===== config.mk =====
export PLATFORM = sky130hd
export DESIGN_NAME = dlcar_ctrl
export DESIGN_NICKNAME = d
export VERILOG_FILES = /design/src/rtl/dlcar_pkg.sv /design/src/rtl/dlcar_ctrl.sv
export SDC_FILE = /design/constraint.sdc
export NUM_CORES = 1
export LEC_CHECK = 0
export BUFFER_PORTS_ARGS = -buffer_cell sky130_fd_sc_hd__buf_2
export CORE_AREA = 2 2 39 41
export DETAILED_ROUTE_END_ITERATION = 16
export DIE_AREA = 0 0 41 43
export GPL_ROUTABILITY_DRIVEN = 1
export PLACE_DENSITY = 0.45
export SLEW_MARGIN = 40
export SYNTH_ARGS = -nofsm -noshare
export SYNTH_HDL_FRONTEND = slang
export SYNTH_SLANG_ARGS = --single-unit

===== constraint.sdc =====
create_clock -name aclk -period 2.3 [get_ports aclk]
set_input_delay 0 -clock aclk [delete_from_list [all_inputs] [get_ports aclk]]
set_output_delay 0 -clock aclk [all_outputs]
set_load 0.05 [all_outputs]

===== src/rtl/dlcar_pkg.sv =====
package dlcar_pkg;

    // Field and register widths
    localparam int SAMPLE_W  = 16;
    localparam int LEN_W     = 13;
    localparam int CFG_IDX_W = 3;

    // Register indexes on the configuration channel
    typedef enum logic [CFG_IDX_W-1:0] {
        REG_MODE          = 3'd0,
        REG_DELAY_LENGTH  = 3'd1,
        REG_DRY_GAIN      = 3'd2,
        REG_WET_GAIN      = 3'd3,
        REG_FEEDBACK_GAIN = 3'd4
    } cfg_reg_t;

    // Reset values of the registers
    localparam logic                       MODE_RST     = 1'b0;
    localparam logic [LEN_W-1:0]           LENGTH_RST   = 13'd3528;
    localparam logic signed [SAMPLE_W-1:0] DRY_RST      = 16'sd19660;
    localparam logic signed [SAMPLE_W-1:0] WET_RST      = 16'sd13107;
    localparam logic signed [SAMPLE_W-1:0] FEEDBACK_RST = 16'sd26214;

    // 0.999 in Q15
    localparam logic signed [SAMPLE_W:0] Q15_0999 = 17'sd32735;

    localparam logic MODE_COMB    = 1'b0;
    localparam logic MODE_ALLPASS = 1'b1;

    // Current register contents
    typedef struct packed {
        logic                       mode;
        logic [LEN_W-1:0]           delay_length;
        logic signed [SAMPLE_W-1:0] dry_gain;
        logic signed [SAMPLE_W-1:0] wet_gain;
        logic signed [SAMPLE_W-1:0] feedback_gain;
    } cfg_t;

    typedef enum logic [2:0] {
        ST_CLEAR,
        ST_IDLE,
        ST_READ,
        ST_MUL1,
        ST_MUL2,
        ST_MUL3,
        ST_MUL4,
        ST_OUT
    } state_t;

    // Datapath operation for the current cycle
    typedef enum logic [2:0] {
        OP_NONE,
        OP_CLEAR,
        OP_LOAD,
        OP_READ,
        OP_MUL1,
        OP_MUL2,
        OP_MUL3,
        OP_MUL4
    } op_t;

    typedef struct packed {
        op_t  op;
        logic out_load;
    } dp_cmd_t;

    typedef struct packed {
        logic clr_last;
        logic allpass;
    } dp_status_t;

    // Saturate a 17-bit signed value to 16 bits
    function automatic logic signed [SAMPLE_W-1:0] sat16(input logic signed [SAMPLE_W:0] v);
        logic signed [SAMPLE_W-1:0] r;
        if (v[SAMPLE_W] != v[SAMPLE_W-1]) begin
            r = v[SAMPLE_W] ? {1'b1, {(SAMPLE_W-1){1'b0}}} : {1'b0, {(SAMPLE_W-1){1'b1}}};
        end else begin
            r = v[SAMPLE_W-1:0];
        end
        return r;
    endfunction

endpackage


===== src/rtl/dlcar_ctrl.sv =====
module dlcar_ctrl
    import dlcar_pkg::*;
(
    input  logic       aclk,
    input  logic       aresetn,
    input  logic       s_tvalid,
    output logic       s_tready,
    output logic       m_tvalid,
    input  logic       m_tready,
    input  dp_status_t status,
    output dp_cmd_t    cmd
);

    state_t state_reg;
    state_t state_next;
    logic   m_valid_reg;
    logic   m_valid_next;

    assign m_tvalid = m_valid_reg;

    // Next state and datapath commands
    always_comb begin
        state_next   = state_reg;
        cmd.op       = OP_NONE;
        cmd.out_load = 1'b0;
        s_tready     = 1'b0;
        unique case (state_reg)
            ST_CLEAR: begin
                cmd.op = OP_CLEAR;
                if (status.clr_last) begin
                    state_next = ST_IDLE;
                end
            end
            ST_IDLE: begin
                s_tready = 1'b1;
                if (s_tvalid) begin
                    cmd.op     = OP_LOAD;
                    state_next = ST_READ;
                end
            end
            ST_READ: begin
                cmd.op     = OP_READ;
                state_next = ST_MUL1;
            end
            ST_MUL1: begin
                cmd.op     = OP_MUL1;
                state_next = ST_MUL2;
            end
            ST_MUL2: begin
                cmd.op     = OP_MUL2;
                state_next = status.allpass ? ST_OUT : ST_MUL3;
            end
            ST_MUL3: begin
                cmd.op     = OP_MUL3;
                state_next = ST_MUL4;
            end
            ST_MUL4: begin
                cmd.op     = OP_MUL4;
                state_next = ST_OUT;
            end
            ST_OUT: begin
                if (!m_valid_reg || m_tready) begin
                    cmd.out_load = 1'b1;
                    state_next   = ST_IDLE;
                end
            end
            default: state_next = ST_IDLE;
        endcase
    end

    // Output beat valid: set on load, cleared when taken
    always_comb begin
        m_valid_next = m_valid_reg;
        if (cmd.out_load) begin
            m_valid_next = 1'b1;
        end else if (m_tready) begin
            m_valid_next = 1'b0;
        end
    end

    always_ff @(posedge aclk) begin
        if (!aresetn) begin
            state_reg   <= ST_CLEAR;
            m_valid_reg <= 1'b0;
        end else begin
            state_reg   <= state_next;
            m_valid_reg <= m_valid_next;
        end
    end

endmodule


==> reports/qor.txt <==
Worst-path fanout max - 10
Sw frac - 0.3407
CP endpoint kind - output port
I/O Pins - 12
Final Hold Vio Count - 0
Met1 wire length - 236 um
Clk root buf - clkbuf_4
Met3 wire len - 57 um
DR vias - 236
Syn Std Cell Area - 277.8 um^2
Global-route wire length before repair - 828 um
DRC violations left - 0
Worst-case clock buffer depth - 2
Relative slew slack - 0.7376
Hold Crit Class - input pin to flip-flop
Hold-fix buffers at CTS - 0
Die H - 43 um
Final setup violation count - 0
Reg area - 80.08 um^2
CP top delay family - flip-flops
1st-pass router iterations - 3
Clock latency on the worst-skew pair - 0.24 ns
Setup TNS - 0 ns
Slowest-stage cell, CP - dfxtp_1
Clock transition at path regs - 0.04 ns
Fin crit share - 0.6023
Die X - 41 um
Clock power share - 0.386
Final slew viol count - 0
Via/cell ratio - 4.140
Largest net degree at the start of global routing - 11
# resized after CTS - 0
Top cell type's share of synthesized area - 0.2883
DIE AREA - 1763 um^2
WP buf/inv - 1
Worst-margin pin slew - 0.3930 ns
Ys async rst share - 0
Rows - 14
Yosys reg bits - 4
Post-DP HPWL - 394.1 um
Status - complete, no violations
Leading area contributor after synthesis - dfxtp_1
Gpl congestion - 0.6977
Area delta synth->final - 18.92%
Initial antenna violation count - 0
Combinational Power Share - 0.247
Setup bufs post-CTS - 0
Vias in the first global route - 202
Met2 Wirelength - 216 um
Dominant synthesized flop cell - dfxtp_1
Yosys synthesis warning count - 0
Synthesized area per cell - 8.680 um^2
Min cycle time layout - 1.385 ns
Core Footprint - 1384 um^2
Initial Util - 0.2007
Yosys cell types - 20
Design area - 330.3 um^2
CTS tree - built
Max H-tree Level - 1
CP Class - flip-flop to output port
Total grt overflow - 0
IO Port Bufs - 11
Area of the multi-input gates - 142.6 um^2
Seq/Total Area, Yosys - 0.2883
Worst Path Required - 2.30 ns
EDFF count, synth - 0
WL final - 510 um
Fillers - 155
Pwr/cell area - 691.2 nW/um^2
Routed Antenna Nets - 0
Fraction of final layout cells sized beyond drive strength 1 - 0.4634
Net count after synthesis - 38
Leak - 0.1375 nW
Top cells by area, synth - dfxtp_1 (29%), buf_4 (8.1%), buf_6 (8.1%)
Clock Skew - 0.005662 ns
Post-DP Area - 307.8 um^2
Diodes inserted - 0
RSZ-0062 raised after global routing - no
Max_cap viols - 0
Clock Sinks - 4
WL/cell - 8.947 um
Critical path's largest stage delay - 0.55 ns
Num CTS Buffers - 3
Max layer used - met3
DRT iter0 DRCs - 4
Internal power - 0.1505 mW
Largest register FFs - 3
CP Cell Sequence - nand3_1, nor2_1, buf_2
Reg power frac - 0.367
Layout Nets - 49
VDD IR max - 0.2411 mV
Net Switching - 0.07780 mW
Most common cell in the synthesized netlist - dfxtp_1
Cells after Synth - 32
Post-synth top cells - dfxtp_1 (4), a21oi_1 (3), buf_4 (3), nor3_1 (3)
Fmax achieved - 721.9 MHz
Nature of the critical path startpoint - flip-flop
Overall Global Routing Usage - 0.07430
CP arrival - 1.39 ns
==> stage by stage <==
step	hold slack (ns)	worst slack [ns]	cells	util	total power, mW
finish	0.02060	0.9147	57	0.2387	0.2283
global route	0.03178	0.8088	57	0.2387	0.2450
CTS	0.02189	0.8981	57	0.2387	0.2347
detailed placement	0.2743	1.153	54	0.2224	0.1420
global placement	0.2734	1.193	54	0.2224	0.1423
floorplan	0.1282	0.6856	32	-	0.1357
==> kinds of logic (layout without fill, tap and decap cells) <==
kind of cell / Yosys count / after routing / synth area share
xor+xnor: 1 / 1 / 0.03154
compound gates: 8 / 8 / 0.1847
buf+inv: 7 / 16 / 0.1982
simple gates: 12 / 12 / 0.2973
flops: 4 / 4 / 0.2883
==> cells in the final DEF, fill, tap and decap left out <==
cell type,Yosys,final
buf_2,0,11
dfxtp_1,4,4
nor3_1,3,3
a21oi_1,3,3
clkbuf_4,0,3
nor2_1,2,2
nor2b_1,2,2
nand2_2,1,1
xnor2_1,1,1
nor2b_2,1,1
nand3_1,1,1
inv_4,1,1
inv_1,1,1
o211ai_1,1,1
o21ai_0,1,1
a211oi_1,1,1
nor4b_2,1,1
o31a_1,1,1
o21a_1,1,1
nor3b_2,1,1
==> metal layers <==
layer	global-route usage	vias up
li1	-	126
met1	0.09646	101
met2	0.08125	9
met3	0.07853	0
met4	0.02000	0
met5	0	-
==> final cells by class <==
cell class,count,area share
multi-input combinational,21,0.4318
clock buffer,3,0.06818
tap,16,0.06061
sequential,4,0.2424
timing repair buffer,11,0.1667
inverter,2,0.03030
==> power by group through the flow <==
stage               sequential, mW  combinational [mW]  clock, mW
floorplan                   0.0758              0.0599          0
global placement            0.0846              0.0576          0
detailed placement          0.0848              0.0571          0
CTS                         0.0837              0.0573     0.0937
global route                0.0851              0.0608     0.0991
finish                      0.0838              0.0563     0.0882
==> path summary, 6_finish.rpt <==
kind | startpoint | endpoint | slack, ns | depth (start not counted)
setup reg to reg | state_reg[0] | state_reg[0] | 1.23 | 3
hold reg to reg | state_reg[1] | state_reg[0] | 0.65 | 1
hold / removal | aresetn | m_tvalid | 0.02 | 2
setup / recovery | state_reg[0] | cmd[0] | 0.91 | 3
==> worst reg2reg max path, cell delays in order (launching register included) <==
cell and delay, ns:
dfxtp_1 0.55, inv_4 0.05, o31a_1 0.27, o21a_1 0.10
Note: power is estimated with default switching activity, not from simulation.
