## config.mk

```make
export PLATFORM = sky130hd
export DESIGN_NAME = dlcar_cfg
export DESIGN_NICKNAME = d
export VERILOG_FILES = /design/src/rtl/dlcar_pkg.sv /design/src/rtl/dlcar_cfg.sv
export SDC_FILE = /design/constraint.sdc
export NUM_CORES = 1
export LEC_CHECK = 0
export CAP_MARGIN = 0
export CORE_UTILIZATION = 45
export DETAILED_ROUTE_END_ITERATION = 12
export DONT_BUFFER_PORTS = 1
export PLACE_DENSITY = 0.59
export SETUP_SLACK_MARGIN = 0.3
export SLEW_MARGIN = 20
export SYNTH_ARGS = -nofsm -noshare
export SYNTH_HDL_FRONTEND = slang
export SYNTH_SLANG_ARGS = --single-unit
```

## constraint.sdc

```tcl
create_clock -name aclk -period 2 [get_ports aclk]
set_clock_uncertainty 0.15 [all_clocks]
set_input_delay 0.2 -clock aclk [delete_from_list [all_inputs] [get_ports aclk]]
set_output_delay 0.2 -clock aclk [all_outputs]
set_load 0.01 [all_outputs]
```

## src/rtl/dlcar_pkg.sv

```systemverilog
package dlcar_pkg;

    // Field and register widths
    localparam int SAMPLE_W  = 16;
    localparam int LEN_W     = 13;
    localparam int CFG_IDX_W = 3;

    // Register indexes on the configuration channel
    typedef enum logic [CFG_IDX_W-1:0] {
        REG_MODE          = 3'd0,
        REG_DELAY_LENGTH  = 3'd1,
        REG_DRY_GAIN      = 3'd2,
        REG_WET_GAIN      = 3'd3,
        REG_FEEDBACK_GAIN = 3'd4
    } cfg_reg_t;

    // Reset values of the registers
    localparam logic                       MODE_RST     = 1'b0;
    localparam logic [LEN_W-1:0]           LENGTH_RST   = 13'd3528;
    localparam logic signed [SAMPLE_W-1:0] DRY_RST      = 16'sd19660;
    localparam logic signed [SAMPLE_W-1:0] WET_RST      = 16'sd13107;
    localparam logic signed [SAMPLE_W-1:0] FEEDBACK_RST = 16'sd26214;

    // 0.999 in Q15
    localparam logic signed [SAMPLE_W:0] Q15_0999 = 17'sd32735;

    localparam logic MODE_COMB    = 1'b0;
    localparam logic MODE_ALLPASS = 1'b1;

    // Current register contents
    typedef struct packed {
        logic                       mode;
        logic [LEN_W-1:0]           delay_length;
        logic signed [SAMPLE_W-1:0] dry_gain;
        logic signed [SAMPLE_W-1:0] wet_gain;
        logic signed [SAMPLE_W-1:0] feedback_gain;
    } cfg_t;

    typedef enum logic [2:0] {
        ST_CLEAR,
        ST_IDLE,
        ST_READ,
        ST_MUL1,
        ST_MUL2,
        ST_MUL3,
        ST_MUL4,
        ST_OUT
    } state_t;

    // Datapath operation for the current cycle
    typedef enum logic [2:0] {
        OP_NONE,
        OP_CLEAR,
        OP_LOAD,
        OP_READ,
        OP_MUL1,
        OP_MUL2,
        OP_MUL3,
        OP_MUL4
    } op_t;

    typedef struct packed {
        op_t  op;
        logic out_load;
    } dp_cmd_t;

    typedef struct packed {
        logic clr_last;
        logic allpass;
    } dp_status_t;

    // Saturate a 17-bit signed value to 16 bits
    function automatic logic signed [SAMPLE_W-1:0] sat16(input logic signed [SAMPLE_W:0] v);
        logic signed [SAMPLE_W-1:0] r;
        if (v[SAMPLE_W] != v[SAMPLE_W-1]) begin
            r = v[SAMPLE_W] ? {1'b1, {(SAMPLE_W-1){1'b0}}} : {1'b0, {(SAMPLE_W-1){1'b1}}};
        end else begin
            r = v[SAMPLE_W-1:0];
        end
        return r;
    endfunction

endpackage

```

## src/rtl/dlcar_cfg.sv

```systemverilog
module dlcar_cfg
    import dlcar_pkg::*;
(
    input  logic                 aclk,
    input  logic                 aresetn,
    input  logic                 cfg_valid,
    output logic                 cfg_ready,
    input  logic [CFG_IDX_W-1:0] cfg_index,
    input  logic [SAMPLE_W-1:0]  cfg_data,
    output cfg_t                 cfg
);

    cfg_t cfg_reg;
    cfg_t cfg_next;

    assign cfg_ready = 1'b1;
    assign cfg      = cfg_reg;

    // Register write decode; unknown indexes are dropped
    always_comb begin
        cfg_next = cfg_reg;
        if (cfg_valid) begin
            unique case (cfg_index)
                REG_MODE:          cfg_next.mode          = cfg_data[0];
                REG_DELAY_LENGTH:  cfg_next.delay_length  = cfg_data[LEN_W-1:0];
                REG_DRY_GAIN:      cfg_next.dry_gain      = cfg_data;
                REG_WET_GAIN:      cfg_next.wet_gain      = cfg_data;
                REG_FEEDBACK_GAIN: cfg_next.feedback_gain = cfg_data;
                default: ;
            endcase
        end
    end

    always_ff @(posedge aclk) begin
        if (!aresetn) begin
            cfg_reg.mode          <= MODE_RST;
            cfg_reg.delay_length  <= LENGTH_RST;
            cfg_reg.dry_gain      <= DRY_RST;
            cfg_reg.wet_gain      <= WET_RST;
            cfg_reg.feedback_gain <= FEEDBACK_RST;
        end else begin
            cfg_reg <= cfg_next;
        end
    end

endmodule

```

==> results.py <==
metrics = {
    "placement": {
        "placedCellCount": 297,
        "portBuffers": 0,
        "dp_hpwl_um": 3132,
        "gp_congestion": 0.6791,
    },
    "finish": {
        "final_nets": 300,
        "final_cells": 352,
        "n_antenna_cell": 0,
        "largest_reg_flops": 62,
        "fillers": 459,
        "multi_input_area_um2": 1137,
        "area_delta_synth_final_pct": 22.35,
        "drive_gt1_frac": 0.06028,
        "regArea_um2": 1241,
    },
    "global_route": {
        "grt_pass1_vias": 1792,
        "grt_antenna_before_repair": 0,
        "grt_use_total": 0.2075,
        "grt_pass1_wl_um": 9266,
        "grt_max_degree": 73,
        "overflow": 0,
    },
    "yosys": {
        "synth-simple-area-share": 0.2037,
        "synth_area_leader_cell": "dfxtp_1",
        "syn_inst": 242,
        "netlist_area_um2": 2519,
        "synth.area.top_cells": "dfxtp_1 49%, mux2i_1 25%, nor2b_1 11%, nand2_1 7.3%, buf_6 2.2%",
        "synth_xor_area_frac": 0,
        "synthMuxAreaShare": 0.2464,
        "synth_compound_area_frac": 0,
        "yosysWarnings": 0,
        "avgSynthCellArea_um2": 10.41,
        "synth_top_area_frac": 0.4928,
        "synth_adder_area_share": 0,
        "syn-num-nets": 264,
        "yosysSeqAreaShare": 0.4928,
        "ys_types": 14,
        "synth_top_family_by_area": "multiplexers",
        "synth-seq-cells": 62,
    },
    "cts": {
        "cts_buffer_depth": 2,
        "cts_resized": 0,
        "cts_root_buffer": "clkbuf_8",
        "path_clk_slew_ns": 0.06,
        "cts_sinks": 62,
        "cts_tree": "yes",
        "htreeDepth": 3,
        "worstSkewPairLatency_ns": 0.33,
        "numCtsBuffers": 9,
    },
    "status": {
        "status": "complete, no violations",
    },
    "pwr": {
        "net-switching-power_mw": 0.5541,
        "p_sw_frac": 0.2289,
        "pwr-share-clk": 0.395,
        "p_leak_nw": 1.235,
        "peakVddDrop_v": 0.0004104,
        "power_mw": 2.421,
        "power_density_nw_per_um2": 785.5,
        "seqPwrFrac": 0.535,
        "power_frac_comb": 0.071,
        "p_int_mw": 1.866,
    },
    "critical_path": {
        "worstPathRequired_ns": 2.07,
        "reg2reg_depth": 3,
        "crit_arrival_ns": 1.56,
        "worstSetupPathType": "in2reg",
        "r2r_end": "cfg[4]",
        "critPathMaxFanout": 4,
        "rrSetupSlack_ns": 0.61,
        "start_kind": "primary input",
        "endpoint_kind": "flip-flop",
        "r2r-start": "cfg[4]",
    },
    "sta": {
        "slew_viol_final": 0,
        "rsz0062_at_grt": "false",
        "holdWs_ns": 0.01786,
        "hold_viol": 0,
        "timing.final.crit_share": 0.7433,
        "finalCriticalPeriod_ns": 1.487,
        "setup_viol": 0,
        "max_freq_ghz": 0.6727,
        "tns_ns": 0,
    },
    "routing": {
        "drc_errors": 0,
        "via_per_inst": 5.023,
        "dr_total_vias": 1768,
        "final_antenna_net_count": 0,
        "wire_per_inst_um": 16.15,
        "drt_pre_antenna_iters": 4,
        "wirelength_um": 5686,
        "drt_iter0_drc": 57,
    },
    "run": {
        "drv_cap": 0,
    },
    "worst_hold_path": {
        "min-delay-start": "aresetn",
        "hold_path_end": "cfg[54]",
        "hold_depth": 2,
        "min_path_type": "in2reg",
    },
    "die": {
        "die_w_um": 76.82,
        "coreArea_um2": 5238,
        "die-area_um2": 5901,
        "ios": 85,
        "die_y_um": 76.82,
        "fp-row-count": 26,
        "initial_core_util": 0.4809,
    },
}
==> stage by stage <==
step	util	cell area [um^2]	setup slack [ns]
after floorplan	-	2519	0.8861
final	0.5884	3082	0.5135
after detailed placement	0.4766	2496	0.8002
after CTS	0.5865	3072	0.5435
after global routing	0.5884	3082	0.5093
after global placement	0.4766	2496	0.8138
==> area by class of cell <==
cell class,count,area share
sequential,62,0.4028
multi-input combinational,161,0.3691
timing repair buffer,44,0.1454
clock buffer,14,0.05278
tap,70,0.02842
clock inverter,1,0.001624
==> layout by cell type (no fill, tap or decap) <==
master / instances
nand2_1: 49
buf_16: 1
dlygate4sd3_1: 39
dfxtp_1: 62
nor4b_1: 1
and4bb_1: 1
nor2b_1: 44
nand4bb_1: 2
clkbuf_1: 3
conb_1: 1
clkbuf_8: 11
mux2i_1: 62
clkinv_2: 1
buf_4: 4
and4b_1: 1
==> synthesized netlist by cell type <==
master     count
mux2i_1       62
buf_12         1
and4b_1        1
nand4bb_1      2
clkbuf_1       5
buf_6          5
nor4b_1        1
and4bb_1       1
dfxtp_1       62
conb_1         1
buf_2          6
buf_4          2
nor2b_1       44
nand2_1       49
==> power by group through the flow <==
stage	Combinational [mW]	Sequential [mW]	Clock, mW
2_1_floorplan	0.111	1.32	0
3_5_place_dp	0.0970	1.32	0
6_report	0.171	1.29	0.955
3_3_place_gp	0.0961	1.32	0
5_1_grt	0.187	1.30	1.05
4_1_cts	0.169	1.30	0.972
==> routing by layer <==
metal  vias to the layer above  part of all wire  global-route usage
met5                         -                 0                   0
met4                         0             0.017             0.09231
met3                         9             0.069             0.07381
met2                        55              0.46              0.3214
met1                       841              0.46              0.2576
li1                        863                 -                   -
==> repair_timing <==
action | 4_1_cts | 5_1_grt
endpoints found under the hold margin | 62 | 1
setup buffers | 0 | 0
hold buffers | 39 | 1
==> worst max path at each step <==
stage                 startpoint  slack [ns]  cells after the start  endpoint
floorplan           cfg_index[2]        0.89                      4   cfg[21]
global placement    cfg_index[2]        0.81                      3   cfg[39]
detailed placement  cfg_index[2]        0.80                      3   cfg[38]
CTS                  cfg_data[0]        0.54                      4    cfg[0]
global route         cfg_data[0]        0.51                      4    cfg[0]
finish               cfg_data[0]        0.51                      4    cfg[0]
==> logic make-up (layout without fill, tap and decap cells) <==
group | Yosys count | in the layout
buffers and inverters | 19 | 59
DFF | 62 | 62
muxes | 62 | 62
and+or+nand+nor | 98 | 98
other | 1 | 1
==> critical path: stages <==
cell           delay [ns]
dlygate4sd3_1        0.57
nand2_1              0.15
mux2i_1              0.08
dlygate4sd3_1        0.55
No activity file was read; power rests on OpenSTA's default activity.
